[config.mk]
export PLATFORM = sky130hd
export DESIGN_NAME = spli_ctrl
export DESIGN_NICKNAME = d
export VERILOG_FILES = /design/src/rtl/spli_pkg.sv /design/src/rtl/spli_ctrl.sv
export SDC_FILE = /design/constraint.sdc
export NUM_CORES = 1
export LEC_CHECK = 0
export BUFFER_PORTS_ARGS = -buffer_cell sky130_fd_sc_hd__buf_2
export CAP_MARGIN = 40
export CORE_AREA = 2 2 39 41
export CTS_CLUSTER_DIAMETER = 50
export DETAILED_ROUTE_END_ITERATION = 12
export DIE_AREA = 0 0 41 43
export GPL_TIMING_DRIVEN = 0
export PLACE_DENSITY = 0.51
export SKIP_CTS_REPAIR_TIMING = 1
export SLEW_MARGIN = 20
export SYNTH_ARGS = -nofsm -noshare
export SYNTH_HDL_FRONTEND = slang
export SYNTH_SLANG_ARGS = --single-unit
export TNS_END_PERCENT = 50
[constraint.sdc]
create_clock -name clk -period 1.51 [get_ports clk]
set_input_delay 0.0755 -clock clk [delete_from_list [all_inputs] [get_ports clk]]
set_output_delay 0.0755 -clock clk [all_outputs]
set_load 0.01 [all_outputs]
[src/rtl/spli_pkg.sv]
package spli_pkg;

  localparam int unsigned ID_W = 31;

  localparam logic [1:0] CMD_APPEND_FIRST  = 2'd0;
  localparam logic [1:0] CMD_APPEND_SECOND = 2'd1;
  localparam logic [1:0] CMD_RUN           = 2'd2;
  localparam logic [1:0] CMD_CLEAR         = 2'd3;

  typedef struct packed {
    logic [1:0]      cmd;
    logic [ID_W-1:0] doc_id;
  } req_t;

  typedef struct packed {
    logic            status;
    logic            has_match;
    logic [ID_W-1:0] match_id;
    logic            last_of_run;
  } rsp_t;

  typedef struct packed {
    logic wr_first;
    logic wr_second;
    logic clr;
    logic start;
    logic advance;
    logic load_pend;
    logic push_pend;
    logic push_final;
    logic push_resp;
  } spli_cmd_t;

  typedef struct packed {
    logic active;
    logic ids_eq;
    logic pend_valid;
    logic out_free;
  } spli_stat_t;

endpackage

[src/rtl/spli_ctrl.sv]
module spli_ctrl (
  input  logic                clk,
  input  logic                rst,
  input  logic                req_valid,
  input  logic [1:0]          req_cmd,
  output logic                req_ready,
  input  spli_pkg::spli_stat_t stat,
  output spli_pkg::spli_cmd_t  cmd
);
  import spli_pkg::*;

  typedef enum logic [3:0] {
    S_IDLE   = 4'b0001,
    S_WALK   = 4'b0010,
    S_FINISH = 4'b0100,
    S_RESP   = 4'b1000
  } state_t;

  state_t state;
  state_t state_next;

  assign req_ready = (state == S_IDLE);

  always_comb begin
    state_next = state;
    cmd        = '0;
    case (state)
      S_IDLE: begin
        if (req_valid) begin
          case (req_cmd)
            CMD_APPEND_FIRST: begin
              cmd.wr_first = 1'b1;
              state_next   = S_RESP;
            end
            CMD_APPEND_SECOND: begin
              cmd.wr_second = 1'b1;
              state_next    = S_RESP;
            end
            CMD_RUN: begin
              cmd.start  = 1'b1;
              state_next = S_WALK;
            end
            CMD_CLEAR: begin
              cmd.clr    = 1'b1;
              state_next = S_RESP;
            end
            default: state_next = S_IDLE;
          endcase
        end
      end
      S_WALK: begin
        if (!stat.active) begin
          state_next = S_FINISH;
        end else if (stat.ids_eq) begin
          // hold while the previous match cannot leave
          if (!stat.pend_valid || stat.out_free) begin
            cmd.advance   = 1'b1;
            cmd.load_pend = 1'b1;
            cmd.push_pend = stat.pend_valid;
          end
        end else begin
          cmd.advance = 1'b1;
        end
      end
      S_FINISH: begin
        if (stat.out_free) begin
          cmd.push_final = 1'b1;
          state_next     = S_IDLE;
        end
      end
      S_RESP: begin
        if (stat.out_free) begin
          cmd.push_resp = 1'b1;
          state_next    = S_IDLE;
        end
      end
      default: state_next = S_IDLE;
    endcase
  end

  always_ff @(posedge clk) begin
    if (rst) begin
      state <= S_IDLE;
    end else begin
      state <= state_next;
    end
  end

endmodule

Yosys cells after proc, flatten, opt, wreduce, memory -nomap -nowiden
Cells that the tools add are included.

storage, ports and cells
  flip-flop bits (word level) = 4
  input bits = 9
  output and inout bits = 10
  logic and storage cells = 36

operators by class
  eq/ne operators = 10
  mux-type cells = 19
  reductions and logical operators = 6

operators by type and width
  operator                                               count
  two-way mux 4 bit                                      5
  case mux 4 bit (3 select lines)                        1
  two-way mux 3 bit                                      3
  two-way mux 1 bit                                      8
  case mux 4 bit (2 select lines)                        1
  == test 2 bit, second input constant                   2
  == test 4 x 1 -> 1 bit, second input constant          1
  == test 4 x 2 -> 1 bit, second input constant          1
  == test 4 x 3 -> 1 bit, second input constant          1
  == test 4 bit, second input constant                   1
  inequality test 2 bit, second input constant           2
  AND reduction 3 bit                                    1
  OR reduction 3 bit                                     1
  == test 2 x 1 -> 1 bit, second input constant          1
  zero test 2 bit                                        1
  two-way mux 2 bit                                      1
  inequality test 2 x 1 -> 1 bit, second input constant  1
  OR reduction 2 bit                                     1
  zero test 1 bit                                        1
  logical OR 1 bit                                       1

Depth between registers and ports, before layout
Gate-level depths: netlist of the first run.

  depth after elaboration = 6
  gate-level depth with buffers = 4
  gate-level depth less buffers = 3

Worst setup path before layout of the first run
Ideal clock, no wire load.

  path kind = reg2out
  from = register state[2]
  to = output port cmd[7] (netlist bit)
  arrival = 1.259 ns
  required time = 1.434 ns
  path slack = 0.175 ns
  stages on the path, launching flop included = 5
  buffers on the path = 1
  cells stage by stage = dfxtp_1 -> buf_6 -> nor4b_4 -> nand2_2 -> nor3b_1

RTL lines
  item                    RTL line         text
  from (decl)             spli_ctrl.sv:19  state_t state;
  from (signal assigned)  spli_ctrl.sv:85  state <= state_next;
  to (decl)               spli_ctrl.sv:8   output spli_pkg::spli_cmd_t cmd

==> flow_metrics.tcl, run 1 <==
set metrics [dict create \
    outcome "complete, no violations" \
    ys_ff_latch 4 \
    synth_top_area_cell "dfxtp_1" \
    routabilityCongestion 0.616 \
    core_area_sq_um 1380 \
    root_buffer "clkbuf_4" \
    setup_viol 0 \
    layout-drive-gt1-share_pct 53.1 \
    maxCapViolations 0 \
    tns_ns 0 \
    ant_nets 0 \
    gr-usage-met2_pct 14.1 \
    crit_fanout 7 \
    synth_seq_area_share_pct 26.0 \
    ir_drop_uv 230 \
    syn_nets 48 \
    dpl_cell_area_sq_um 418 \
    grt_util_met1_pct 12.2 \
    design_area_sq_um 490 \
    max_freq_ghz 0.681 \
    num_io_pins 19 \
    grt_usage_pct 10.1 \
    p_per_area_nw_per_um2 669 \
    vias 359 \
    htreeDepth 1 \
    power_leakage_nw 0.251 \
    critical_path_class "reg2out" \
    dr.pass1.iters 4 \
    tightest_slew_ns 0.282 \
    drcViolationCount 0 \
    vias_per_cell 4.49 \
    floorplan.rows 14 \
    synthTopCellsByArea "dfxtp_1 26%, nor3b_1 9.8%, nor2_1 8.5%" \
    initial_core_util_pct 22.2 \
    numCtsBuffers 3 \
    synth.cell_area_sq_um 308 \
    hold_viol 0 \
    slew_headroom_pct 81.1 \
    clkTransAtPathRegs_ns 0.04 \
    clockBufferDepth 2 \
    min_period_over_period_pct 97.2 \
    rsz0062_at_grt "yes" \
    clk_latency_ns 0.23 \
    dieHeight_um 43 \
    finClkSkew_ns 0.00249 \
    cp-start-kind "flop" \
    hp-class "in2reg" \
    cts_sinks 4 \
    syn_inst 39 \
    final_common_cell "buf_2" \
    post_drt_wl_per_cell_um 9.94 \
    synth_area_per_cell_sq_um 7.89 \
    drt_wl_total_um 795 \
    io_buffers 18 \
    top_register "state" \
    grt_pass1_wl_um 1190 \
    worst-endpoint-required_ns 1.43 \
    largest_reg_flops 4 \
    grt_pass1_vias 309 \
    ys_warn_count 0 \
    dieArea_sq_um 1760 \
    diodes 0 \
    place.detailed.hpwl_um 589 \
    antenna_found_initial 0 \
    fin_nets 75 \
    grt_busiest_layer "met2" \
    die_w_um 41 \
    fin_util_pct 35.4 \
    slew_violations 0 \
    syn2layout_area_growth_pct 59.3 \
    grt_max_degree 9 \
    reg_top3 "state (4)" \
    total_power_w 0.000328 \
    grt_overflow_total 0 \
    drtIter0Drc 3 \
    synth_top_cell_area_share_pct 26.0 \
    cts_tree "yes" \
    use_met3_pct 1.57 \
    arrival_ns 1.39 \
    end_kind "primary output" \
    mostFrequentLayoutCells "18 x buf_2, 6 x nor2_1, 4 x buf_4" \
    yosysUniqueCellTypes 21 \
    hold_slack_ns 0.0915 \
    fin_crit_ns 1.47 \
]
==> metal layers <==
metal | vias up | part of all wire, %
met1 | 155 | 49
met5 | - | 0
met2 | 13 | 44
met4 | 0 | 0
met3 | 0 | 6.7
li1 | 191 | -
==> synth_stat cells <==
master     count
a211oi_1       1
a21oi_1        2
a22o_1         1
a2bb2oi_1      1
a31oi_1        1
buf_6          1
dfxtp_1        4
inv_1          3
nand2_1        3
nand2_2        1
nand3_1        2
nand4b_1       1
nor2_1         7
nor2b_1        1
nor3_1         1
nor3b_1        4
nor4_1         1
nor4b_1        1
nor4b_4        1
o31ai_2        1
xor2_1         1
==> kinds of logic after synthesis <==
| logic type | synth area share, % |
|---|---|
| xor gates and xnor gates | 2.85 |
| buffers and inverters | 7.32 |
| AOI/OAI and AO/OA | 17.5 |
| DFF | 26.0 |
| and+or+nand+nor | 46.3 |
==> layout make-up <==
cell class	count	area (sq um)
inverter	3	11.3
clock buffer	3	22.5
multi-input combinational	31	223
timing repair buffer	22	120
buffer	1	11.3
tap	16	20.0
sequential	4	82.6
fill	155	893
==> report_power, final <==
| part | internal [W] | switching, W | leakage (nW) | total, W |
|---|---|---|---|---|
| registers | 0.000112 | 0.00000898 | 0.0335 | 0.000121 |
| logic | 0.0000398 | 0.0000388 | 0.203 | 0.0000786 |
| clock network | 0.0000887 | 0.0000401 | 0.0138 | 0.000129 |
| total | 0.000240 | 0.0000879 | 0.251 | 0.000328 |
==> critical path, cell delays in order, from the launching register on <==
cell     delay [ns]
dfxtp_1        0.30
buf_6          0.13
nor4b_4        0.28
nand2_2        0.15
nor3b_2        0.16
buf_2          0.14
==> per-stage QoR <==
step / instances / setup slack [ns]
global placement: 73 / 0.208
CTS: 76 / -0.0560
finish: 80 / 0.0425
global route: 80 / -0.0426
detailed placement: 73 / 0.209
floorplan: 39 / 0.175
==> path summary, 6_finish.rpt <==
kind	slack (ns)	endpoint	depth (start not counted)	startpoint
max	0.04	cmd[7]	5	state[2]$_SDFFE_PP0P_
min	0.09	state[1]$_SDFFE_PP0P_	2	rst
max reg2reg	0.26	state[0]$_SDFFE_PP1P_	5	state[2]$_SDFFE_PP0P_
min reg2reg	0.49	state[2]$_SDFFE_PP0P_	1	state[0]$_SDFFE_PP1P_
Note: power is estimated with default switching activity, not from simulation.
==> run 2: changes to the inputs <==
--- a/config.mk
+++ b/config.mk
@@ -13,6 +13,7 @@
 export DIE_AREA = 0 0 41 43
 export GPL_TIMING_DRIVEN = 0
 export PLACE_DENSITY = 0.51
+export RECOVER_POWER = 25
 export SKIP_CTS_REPAIR_TIMING = 1
 export SLEW_MARGIN = 20
 export SYNTH_ARGS = -nofsm -noshare
==> constraint.sdc (replaced) <==
create_clock -name clk -period 1.7 [get_ports clk]
set_input_delay 0.085 -clock clk [delete_from_list [all_inputs] [get_ports clk]]
set_output_delay 0.085 -clock clk [all_outputs]
set_load 0.01 [all_outputs]
==> flow_metrics.tcl, run 2 (synthesized netlist as in run 1, its figures left out) <==
set metrics [dict create \
    root_buffer "clkbuf_4" \
    dieHeight_um 43 \
    outcome "complete, no violations" \
    fin_crit_ns 1.56 \
    antenna_found_initial 0 \
    clkTransAtPathRegs_ns 0.04 \
    slew_violations 0 \
    post_drt_wl_per_cell_um 9.78 \
    worst-endpoint-required_ns 1.62 \
    grt_max_degree 9 \
    tightest_slew_ns 0.281 \
    cp_slowest_stage_delay_ns 0.32 \
    crit_buf_inv 2 \
    end_kind "primary output" \
    setup_ws_ns 0.144 \
    syn2layout_area_growth_pct 43.1 \
    stdcell_count 76 \
    mostFrequentLayoutCells "18 x buf_2, 7 x nor2_1, 4 x nor3b_1, 4 x dfxtp_1" \
    cp-start-kind "flop" \
    max_freq_ghz 0.643 \
    ant_nets 0 \
    core_area_sq_um 1380 \
    finClkSkew_ns 0.000457 \
    place.detailed.hpwl_um 589 \
    dp.cells 73 \
    reg2reg_depth 4 \
    routabilityCongestion 0.616 \
    dp_worst_setup_slack_ns 0.389 \
    grt_pass1_vias 309 \
    cts_sinks 4 \
    crit_path_start "state[2]$_SDFFE_PP0P_" \
    initial_core_util_pct 22.2 \
    vias_per_cell 4.63 \
    num_io_pins 19 \
    crit_path_cell_trace "buf_6 > nor4b_4 > nand2_2 > nor3b_1 > buf_2" \
    floorplan.rows 14 \
    cp_top_family "simple AND/OR/NAND/NOR gates" \
    drtIter0Drc 3 \
    setup_viol 0 \
    arrival_ns 1.47 \
    diodes 0 \
    holdPathStages 2 \
    hold_viol 0 \
    drcViolationCount 0 \
    final_common_cell "buf_2" \
    critical_path_class "reg2out" \
    vias 352 \
    reg_top3 "state (4)" \
    dieArea_sq_um 1760 \
    numCtsBuffers 3 \
    fin_nets 71 \
    hold_start "rst" \
    crit_fanout 8 \
    rsz0062_at_grt "no" \
    drt_wl_total_um 743 \
    maxCapViolations 0 \
    min_period_over_period_pct 91.5 \
    cp_slowest_cell "nor4b_4" \
    power_leakage_nw 0.226 \
    die_w_um 41 \
    io_buffers 18 \
    layout-drive-gt1-share_pct 41.7 \
    hold_slack_ns 0.108 \
    largest_reg_flops 4 \
    r2r_slack_ns 0.51 \
    grt_usage_pct 10.1 \
    p_per_area_nw_per_um2 646 \
    top_register "state" \
    timing.rr.start "state[2]$_SDFFE_PP0P_" \
    cts_tree "yes" \
    grt_overflow_total 0 \
    clockBufferDepth 2 \
    htreeDepth 1 \
    grt_pass1_wl_um 1190 \
    ir_drop_uv 219 \
    n_fill_cell 156 \
    dr.pass1.iters 4 \
    tns_ns 0 \
    slew_headroom_pct 81.2 \
    clk_latency_ns 0.23 \
    hp-class "in2reg" \
    cp.depth 5 \
]
[run 2: cell types whose count changed in the layout (fill, tap and decap cells not counted)]
cell,previous run,this run
dfxtp_1,2,4
nor2_1,6,7
a211oi_1,0,1
a211oi_2,1,0
nor2_4,1,0
nor3b_1,3,4
buf_4,4,0
dfxtp_2,2,0
nor3b_2,1,0
[run 2: where the power goes]
part | total, W | switching [W] | leakage [nW] | internal (W)
combinational | 0.0000623 | 0.0000321 | 0.179 | 0.0000301
sequential | 0.000106 | 0.00000698 | 0.0327 | 0.0000987
clock | 0.000117 | 0.0000377 | 0.0138 | 0.0000789
total | 0.000285 | 0.0000768 | 0.226 | 0.000208
[run 2: per-stage QoR]
| step | utilization [%] | cell area, sq um | total power (W) |
|---|---|---|---|
| 2_1_floorplan | - | 308 | 0.000142 |
| 3_3_place_gp | 30.2 | 418 | 0.000169 |
| 3_5_place_dp | 30.2 | 418 | 0.000171 |
| 4_1_cts | 31.8 | 440 | 0.000290 |
| 5_1_grt | 31.8 | 440 | 0.000302 |
| 6_report | 31.8 | 440 | 0.000285 |
[run 2: worst paths after layout]
| kind | endpoint |
|---|---|
| hold reg to reg | state[2]$_SDFFE_PP0P_ |
| hold / removal | state[1]$_SDFFE_PP0P_ |
| setup / recovery | cmd[7] |
| setup reg to reg | state[3]$_SDFFE_PP0P_ |
[run 2: final cells by class]
class	count	area [sq um]	share of cell area, %
inverter	3	11.3	2.56
tap	16	20.0	4.55
multi-input combinational	31	205	46.6
buffer	1	11.3	2.56
timing repair buffer	18	90.1	20.5
clock buffer	3	22.5	5.11
sequential	4	80.1	18.2
[run 2: per-layer routing]
metal,share of wire (%),GRT usage (%),wire (um),vias up
li1,-,-,-,182
met1,46,12.2,340,157
met2,47,14.1,350,13
met3,6.9,1.57,51,0
met4,0,10.0,0,0
met5,0,0,0,-
