[src/rtl/spli_pkg.sv]
package spli_pkg;

  localparam int unsigned ID_W = 31;

  localparam logic [1:0] CMD_APPEND_FIRST  = 2'd0;
  localparam logic [1:0] CMD_APPEND_SECOND = 2'd1;
  localparam logic [1:0] CMD_RUN           = 2'd2;
  localparam logic [1:0] CMD_CLEAR         = 2'd3;

  typedef struct packed {
    logic [1:0]      cmd;
    logic [ID_W-1:0] doc_id;
  } req_t;

  typedef struct packed {
    logic            status;
    logic            has_match;
    logic [ID_W-1:0] match_id;
    logic            last_of_run;
  } rsp_t;

  typedef struct packed {
    logic wr_first;
    logic wr_second;
    logic clr;
    logic start;
    logic advance;
    logic load_pend;
    logic push_pend;
    logic push_final;
    logic push_resp;
  } spli_cmd_t;

  typedef struct packed {
    logic active;
    logic ids_eq;
    logic pend_valid;
    logic out_free;
  } spli_stat_t;

endpackage

[src/rtl/spli_datapath.sv]
module spli_datapath #(
  parameter int unsigned LIST_DEPTH = 64
) (
  input  logic                       clk,
  input  logic                       rst,
  input  logic [spli_pkg::ID_W-1:0]  doc_id,
  input  spli_pkg::spli_cmd_t        cmd,
  output spli_pkg::spli_stat_t       stat,
  output logic                       rsp_valid,
  input  logic                       rsp_ready,
  output spli_pkg::rsp_t             rsp
);
  import spli_pkg::*;

  localparam int unsigned AW = (LIST_DEPTH > 1) ? $clog2(LIST_DEPTH) : 1;
  localparam int unsigned CW = $clog2(LIST_DEPTH + 1);

  logic [ID_W-1:0] mem_first  [LIST_DEPTH];
  logic [ID_W-1:0] mem_second [LIST_DEPTH];

  logic [CW-1:0]   cnt_first;
  logic [CW-1:0]   cnt_second;
  logic [CW-1:0]   ptr_i;
  logic [CW-1:0]   ptr_j;
  logic [CW-1:0]   ptr_i_next;
  logic [CW-1:0]   ptr_j_next;
  logic [AW-1:0]   addr_i;
  logic [AW-1:0]   addr_j;
  logic [ID_W-1:0] rd_first;
  logic [ID_W-1:0] rd_second;
  logic            full_first;
  logic            full_second;
  logic            ids_eq;
  logic            first_lt;
  logic            resp_status;
  logic            pend_valid;
  logic [ID_W-1:0] pend_id;
  logic            out_free;

  assign full_first  = (cnt_first == CW'(LIST_DEPTH));
  assign full_second = (cnt_second == CW'(LIST_DEPTH));
  assign ids_eq      = (rd_first == rd_second);
  assign first_lt    = (rd_first < rd_second);
  assign out_free    = !rsp_valid || rsp_ready;

  assign ptr_i_next = ptr_i + CW'(ids_eq || first_lt);
  assign ptr_j_next = ptr_j + CW'(ids_eq || !first_lt);

  always_comb begin
    if (cmd.start) begin
      addr_i = '0;
      addr_j = '0;
    end else if (cmd.advance) begin
      addr_i = ptr_i_next[AW-1:0];
      addr_j = ptr_j_next[AW-1:0];
    end else begin
      addr_i = ptr_i[AW-1:0];
      addr_j = ptr_j[AW-1:0];
    end
  end

  assign stat.active     = (ptr_i < cnt_first) && (ptr_j < cnt_second);
  assign stat.ids_eq     = ids_eq;
  assign stat.pend_valid = pend_valid;
  assign stat.out_free   = out_free;

  always_ff @(posedge clk) begin
    if (cmd.wr_first && !full_first) begin
      mem_first[cnt_first[AW-1:0]] <= doc_id;
    end
    rd_first <= mem_first[addr_i];
  end

  always_ff @(posedge clk) begin
    if (cmd.wr_second && !full_second) begin
      mem_second[cnt_second[AW-1:0]] <= doc_id;
    end
    rd_second <= mem_second[addr_j];
  end

  always_ff @(posedge clk) begin
    if (rst) begin
      cnt_first  <= '0;
      cnt_second <= '0;
      pend_valid <= 1'b0;
      rsp_valid  <= 1'b0;
    end else begin
      if (cmd.clr) begin
        cnt_first  <= '0;
        cnt_second <= '0;
      end else begin
        if (cmd.wr_first && !full_first) begin
          cnt_first <= cnt_first + CW'(1);
        end
        if (cmd.wr_second && !full_second) begin
          cnt_second <= cnt_second + CW'(1);
        end
      end
      if (cmd.start) begin
        pend_valid <= 1'b0;
      end else if (cmd.load_pend) begin
        pend_valid <= 1'b1;
      end
      if (cmd.push_pend || cmd.push_final || cmd.push_resp) begin
        rsp_valid <= 1'b1;
      end else if (rsp_ready) begin
        rsp_valid <= 1'b0;
      end
    end
  end

  always_ff @(posedge clk) begin
    if (cmd.start) begin
      ptr_i <= '0;
      ptr_j <= '0;
    end else if (cmd.advance) begin
      ptr_i <= ptr_i_next;
      ptr_j <= ptr_j_next;
    end
    if (cmd.load_pend) begin
      pend_id <= rd_first;
    end
    if (cmd.wr_first) begin
      resp_status <= full_first;
    end else if (cmd.wr_second) begin
      resp_status <= full_second;
    end else if (cmd.clr) begin
      resp_status <= 1'b0;
    end
    if (cmd.push_pend) begin
      rsp <= '{status: 1'b0, has_match: 1'b1, match_id: pend_id, last_of_run: 1'b0};
    end else if (cmd.push_final) begin
      rsp <= '{status: 1'b0, has_match: pend_valid,
               match_id: pend_valid ? pend_id : '0, last_of_run: 1'b1};
    end else if (cmd.push_resp) begin
      rsp <= '{status: resp_status, has_match: 1'b0, match_id: '0, last_of_run: 1'b1};
    end
  end

endmodule

[config.mk]
export PLATFORM = sky130hd
export DESIGN_NAME = spli_datapath
export DESIGN_NICKNAME = d
export VERILOG_FILES = /design/src/rtl/spli_pkg.sv /design/src/rtl/spli_datapath.sv
export SDC_FILE = /design/constraint.sdc
export NUM_CORES = 2
export LEC_CHECK = 0
export BUFFER_PORTS_ARGS = -buffer_cell sky130_fd_sc_hd__buf_2
export CAP_MARGIN = 15
export CORE_ASPECT_RATIO = 0.9
export CORE_UTILIZATION = 40
export CTS_CLUSTER_SIZE = 28
export DETAILED_ROUTE_END_ITERATION = 7
export GPL_TIMING_DRIVEN = 0
export HOLD_SLACK_MARGIN = 0.05
export PLACE_DENSITY_LB_ADDON = 0.3
export SKIP_CTS_REPAIR_TIMING = 1
export SLEW_MARGIN = 20
export SYNTH_ARGS = -nofsm -noshare
export SYNTH_HDL_FRONTEND = slang
export SYNTH_SLANG_ARGS = --single-unit
[constraint.sdc]
create_clock -name clk -period 4.85 [get_ports clk]
set_clock_uncertainty 0.05 [all_clocks]
set_input_delay 0.2425 -clock clk [delete_from_list [all_inputs] [get_ports clk]]
set_output_delay 0.2425 -clock clk [all_outputs]
set_load 0.01 [all_outputs]
; Yosys cells after proc, flatten, opt, wreduce, memory -nomap -nowiden
; Memory sizes are Yosys's and may differ from the RTL's. A register that Yosys moved wholly into a read port is not among the register bits.
; Cells that the tools add are included.
; W data, S select, Z words.
[word_totals]
mem_count = 2
ff_bits = 96
output_inout_bits = 39
in_bits = 43
ram_bits = 3968
[memory_table]
columns = memory, words, width, rd, rd_clocked_by_memory_dff, write_ports, line
row1 = mem_first, 64, 31, 1, 1, 1, spli_datapath.sv:18  ; logic [ID_W-1:0] mem_first [LIST_DEPTH];
row2 = mem_second, 64, 31, 1, 1, 1, spli_datapath.sv:19  ; logic [ID_W-1:0] mem_second [LIST_DEPTH];
[classes]
mux = 17
addsub = 4
magnitude_cmp = 3
eq_ne = 3
reduce_logical = 19
[ops]
columns = operator, n
row1 = $mux W33, 2
row2 = $mux W32, 1
row3 = $eq A31 B31 Y1, 1
row4 = $lt A31 B31 Y1, 1
row5 = $mux W31, 1
row6 = $mux W6, 4
row7 = $add A7 B1 Y7, 2
row8 = $add A7 B1 Y7 const B, 2
row9 = $eq A7 B7 Y1 const B, 2
row10 = $lt A7 B7 Y1, 2
row11 = $mux W1, 9
row12 = $reduce_bool A3 Y1, 2
row13 = $reduce_or A2 Y1, 3
row14 = $logic_or A1 B1 Y1, 5
row15 = $logic_not A1 Y1, 4
row16 = $reduce_bool A2 Y1, 2
row17 = $logic_and A1 B1 Y1, 3

; Depth between registers and ports, before layout
[logic_depth]
word_depth = 6
mapped_depth = 24

; Worst setup path before layout
; OpenSTA, ideal clock, no wires.
[synth_timing]
kind = reg2reg
start = register rd_second[1], read port of mem_second
end = register rd_second[0], read port of mem_second
required_time_ns = 4.673
path_slack_ns = 0.234
path_stages_with_launch = 21
t_arrival_ns = 4.439
cell_sequence = dfxtp_1 > inv_1 > ha_1 > nor2b_1 > o21a_1 > o21ai_0 > a21o_1 > a31o_2 > a21boi_0 > or3_1 > ha_1 > ha_1 > mux2i_1 > or2_2 > clkbuf_1 > inv_1 > clkbuf_1 > mux4_2 > a22oi_1 > nand4_1 > or3_1
[synth_via]
elab_chain_len = 6
elab_cells_between_ends = 7
[synth_rtl]
columns = element, line
row1 = "start, declared", spli_datapath.sv:30  ; logic [ID_W-1:0] rd_second;
row2 = $lt A31 B31 Y1, spli_datapath.sv:43  ; assign first_lt = (rd_first < rd_second);
row3 = $logic_not A1 Y1, spli_datapath.sv:47  ; assign ptr_j_next = ptr_j + CW'(ids_eq || !first_lt);
row4 = $logic_or A1 B1 Y1 (*), spli_datapath.sv:47
row5 = $add A7 B1 Y7 (*), spli_datapath.sv:47
row6 = named net ptr_j_next[1], spli_datapath.sv:26  ; logic [CW-1:0] ptr_j_next;
row7 = $mux W6 (*), spli_datapath.sv:53  ; end else if (cmd.advance) begin
row8 = $mux W6 (*), spli_datapath.sv:50  ; if (cmd.start) begin
; Mark *: on every way through the listed nets, which the timed path passes. The rest lies on a longest branch.
; A chain may end at the register's enable or synchronous reset.

; Worst setup path in the final report
[layout_timing]
start = register rd_first[26], read port of mem_first
end = register rd_first[18], read port of mem_first
[layout_via]
elab_chain_len = 5
elab_cells_between_ends = 6
[layout_rtl]
columns = element, line
row1 = "start, declared", spli_datapath.sv:29  ; logic [ID_W-1:0] rd_first;
row2 = $eq A31 B31 Y1, spli_datapath.sv:42  ; assign ids_eq = (rd_first == rd_second);
row3 = named net ids_eq, spli_datapath.sv:33  ; logic ids_eq;
row4 = $logic_or A1 B1 Y1, spli_datapath.sv:46  ; assign ptr_i_next = ptr_i + CW'(ids_eq || first_lt);
row5 = $add A7 B1 Y7, spli_datapath.sv:46
row6 = $mux W6, spli_datapath.sv:53
row7 = $mux W6, spli_datapath.sv:50
; The timed path passes the listed nets, and every way through them passes these cells.

==> impl_results.md <==
* Run status: finished with violations
* Violated checks: negative setup slack
* Library cell used as clock root buffer: sky130_fd_sc_hd__clkbuf_16
* Crit Path Max Fanout at 10
* Total stage count of the critical path at 17
* Number of cells on the worst hold path at 4
* Filler cell count in the final layout at 30,840
* FMAX at 174.3 MHz
* Area added between synthesis and finish at 19.26%
* Synthesized netlist cell count at 6,959
* Fraction of synthesis flops using an asynchronous set or reset pin at 0
* Top cell family by delay on the critical path: simple AND/OR/NAND/NOR gates
* Number of antenna violations at the first check in global routing at 39
* Type of origin of the critical path: flip-flop
* Yosys synthesis warning count at 0
* Worst setup slack after layout at -887.3 ps
* Die ar. at 392,200 µm²
* Fraction of met2 tracks used by global routing at 0.3284
* Final worst path period share at 1.183
* Final Slew Violations at 0
* Setup repair after global routing missed its margin: true
* DRC violations left at 0
* Buffers plus inverters on the worst setup path at 2
* Min Tclk post-route at 5737 ps
* Category of the critical setup timing path: reg2reg
* Residual antenna-violating net count after detailed routing at 0
* Critical R2R Launch: rd_first[26]
* Footprint of the multi-input gates at 33,300 µm²
* Drt total wl at ~430,000 µm
* Count of standard-cell rows at 217
* Vias after detailed routing at roughly 77,000
* Gpl congestion at 0.9134
* FF-to-FF path depth at 17
* Count of final setup violators at 61
* Die W at ~660 µm
* Share of the yosys chip area belonging to registers at 0.7888
* Critical path capture point type: flip-flop
* Detail Placement HPWL at 289,500 µm
* Hold path start: cmd[8]
* GRT met3 Usage at 0.04534
* Routing layer with the top usage in global route: met2
* Pwr per Cell Area at 455.4 nW/µm²
* Cell with the largest stage delay on the worst path: sky130_fd_sc_hd__or4_4
* Placed Cells incl. Taps at between 10,000 and 15,000
* Starting utilization of the core area at 0.4018
* Longest individual stage delay on the worst path at 780 ps
* CP Launch Point: rd_first[26]
* All-layer global routing usage at 0.2136
* Number of synthesized flops with an enable pin at 4,031
* Crit path cell chain: ha_4, nand4_1, nor2_2, and3_4, and4_4, and4_4, o21bai_2, ha_2, nand4_2, or4_1, and4_4, and2_1, buf_2, buf_6, a22oi_2, nand4_1, or4_4
* Number of buffers created by CTS at 417
* Worst-path clk slew at about 60 ps
* Static leakage at 57.83 nW
* Nets at about 7,900
* Distinct cell type count after synthesis at 58
* Fin. Hold Viols at 0
* Most frequently used flop master after synthesis: sky130_fd_sc_hd__edfxtp_1
* Commonest cells after routing, fill and taps aside: 4,031 x sky130_fd_sc_hd__edfxtp_1, 981 x sky130_fd_sc_hd__mux4_2, 429 x sky130_fd_sc_hd__clkbuf_16, 184 x sky130_fd_sc_hd__clkbuf_1, 176 x sky130_fd_sc_hd__a22oi_1
* Area of all sequential standard cells at 123,000 µm²
* Post-Synthesis Mean Instance Area at 22.40 µm²
* Arrival time reported for the critical path endpoint at 6480 ps
* Vertical extent of the die at 594.2 µm
* Nets in the synthesized netlist at about 7,000
* Actual transition at the worst max-transition pin at 1211 ps
* Number of clock sinks at between 4,000 and 5,000
* Via count of the first global-routing pass at 77,020
* Most repeated library cell on the critical path: sky130_fd_sc_hd__and4_4
* Commonest non-fill, non-tap cell in the layout: sky130_fd_sc_hd__edfxtp_1
* Initial DRT Pass Iterations at 8
* CTS tree: built
* Count of pins on the block boundary at a little over 80
* Largest net degree at the start of global routing at 97
* Via density per instance at 5.824
* Area of the mapped netlist at about 160,000 µm²
* Maximum resistive drop on vdd at between 300 and 400 µV
* Max cap viols at 0
* Wire length of the first global-routing pass at between 500,000 and 600,000 µm
* Post-Route Utilization at 0.4791
* Floorplan Core Area at slightly below 400,000 µm²
* H-tree depth reported by CTS at 5
* Met1 Track Usage GR at 0.2988
* FF+latch count, synth at 4,126
* Clock latency reported for the late side of the worst-skew pair at 1000 ps
* WL per Instance at 32.14 µm
* Bufs on Longest Clock Path at 4
* Critical path required time at 5590 ps
* Layout cell share with drive strength beyond 1 at 0.3245
* Class of the worst hold path: in2reg
* Relative slew slack at 0.1901
* Number of buffers added on ports at 78
* Starting DRT DRC Count at 10,090
* Grt total ovfl at 0
* Number of non-filler instances in the completed layout at 13,290
==> final timing paths <==
| kind | endpoint | slack [ps] |
|---|---|---|
| worst max-delay path | rd_first[18] | -890 |
| worst min-delay path | cnt_first[4] | 140 |
| worst max register to register | rd_first[18] | -890 |
| worst min register to register | rsp[32] | 400 |
==> power breakdown <==
group / switching [mW] / leakage, nW / total (mW) / internal [mW]
Combinational: 6.81 / 14.2 / 12.9 / 6.08
Sequential: 0.600 / 37.2 / 40.3 / 39.7
Clock: 13.6 / 6.45 / 31.5 / 17.9
==> flip-flops by register name, indices dropped and copies added (netlist names) <==
signal	cells
pend_id	31
cnt_first	7
rsp	34
mem_first	1984
rd_second	31
rd_first	31
mem_second	1984
ptr_i	7
pend_valid	1
resp_status	1
cnt_second	7
ptr_j	7
rsp_valid	1
==> cells by family after synthesis <==
family	synth area share
flip-flops	0.7888
adder cells (fa/ha/maj)	0.004094
buffers and inverters	0.01419
AO/OA/AOI/OAI	0.02135
XOR/XNOR	0.0006181
AND/OR/NAND/NOR	0.02683
multiplexers	0.1442
==> Yosys cell counts (18+ instances only) <==
library cell                  n  area, µm²
sky130_fd_sc_hd__edfxtp_1  4031     121000
sky130_fd_sc_hd__mux4_2     981      22090
sky130_fd_sc_hd__a22oi_1    296       2222
sky130_fd_sc_hd__clkbuf_1   207      777.0
sky130_fd_sc_hd__nor2_1     171      641.9
sky130_fd_sc_hd__nand4_1    165       1032
sky130_fd_sc_hd__nand3_1    147      735.7
sky130_fd_sc_hd__nand2_1    118      442.9
sky130_fd_sc_hd__buf_2      104      520.5
sky130_fd_sc_hd__dfxtp_1     95       1902
sky130_fd_sc_hd__inv_1       89      334.1
sky130_fd_sc_hd__ha_1        51      638.1
sky130_fd_sc_hd__nor2b_1     41      256.5
sky130_fd_sc_hd__and3_1      39      244.0
sky130_fd_sc_hd__or3_1       34      212.7
sky130_fd_sc_hd__a22o_1      32      280.3
sky130_fd_sc_hd__mux2i_1     32      320.3
sky130_fd_sc_hd__or4_1       32      240.2
sky130_fd_sc_hd__o22ai_1     31      193.9
sky130_fd_sc_hd__a31oi_1     29      181.4
sky130_fd_sc_hd__clkinv_1    26      97.59
sky130_fd_sc_hd__buf_6       22      247.7
sky130_fd_sc_hd__buf_1       21      78.83
sky130_fd_sc_hd__buf_4       18      135.1
sky130_fd_sc_hd__nor3_1      18      90.09
==> stage by stage <==
step	setup slack [ps]	power [mW]	setup TNS (ps)	area [µm²]	hold WS, ps
after global routing	-859.3	86.97	-34090	185900	111.9
final	-887.3	84.66	-33690	185900	139.4
after floorplan	233.7	47.80	0	155900	261.6
after CTS	-3062	83.44	-166530	181400	-554.6
after detailed placement	-3019	52.26	-164780	168100	387.1
after global placement	-3033	52.14	-293910	162700	393.9
==> tightest hold or removal path, cell delays in order <==
cell and delay [ps]:
sky130_fd_sc_hd__clkbuf_1 400, sky130_fd_sc_hd__nand4_1 280, sky130_fd_sc_hd__xnor2_1 70, sky130_fd_sc_hd__nor2_1 70
==> per-layer routing <==
layer,routed length [µm],vias to the layer above,share of wire
met5,12,-,0.000028
li1,-,31380,-
met3,37730,685,0.088
met1,172000,41820,0.40
met4,18150,2,0.042
met2,199400,3534,0.47
==> cell type report <==
type / instances / share of cell area
multi-input cells: 2341 / 0.1791
repair buffers: 416 / 0.03433
well taps: 5146 / 0.03464
clock inverters: 241 / 0.01249
clock buffers: 515 / 0.05884
flip-flops and latches: 4126 / 0.6618
diodes: 21 / 0.0002827
inverters: 119 / 0.002652
plain buffers: 368 / 0.01580
No activity file was read; power rests on OpenSTA's default activity.
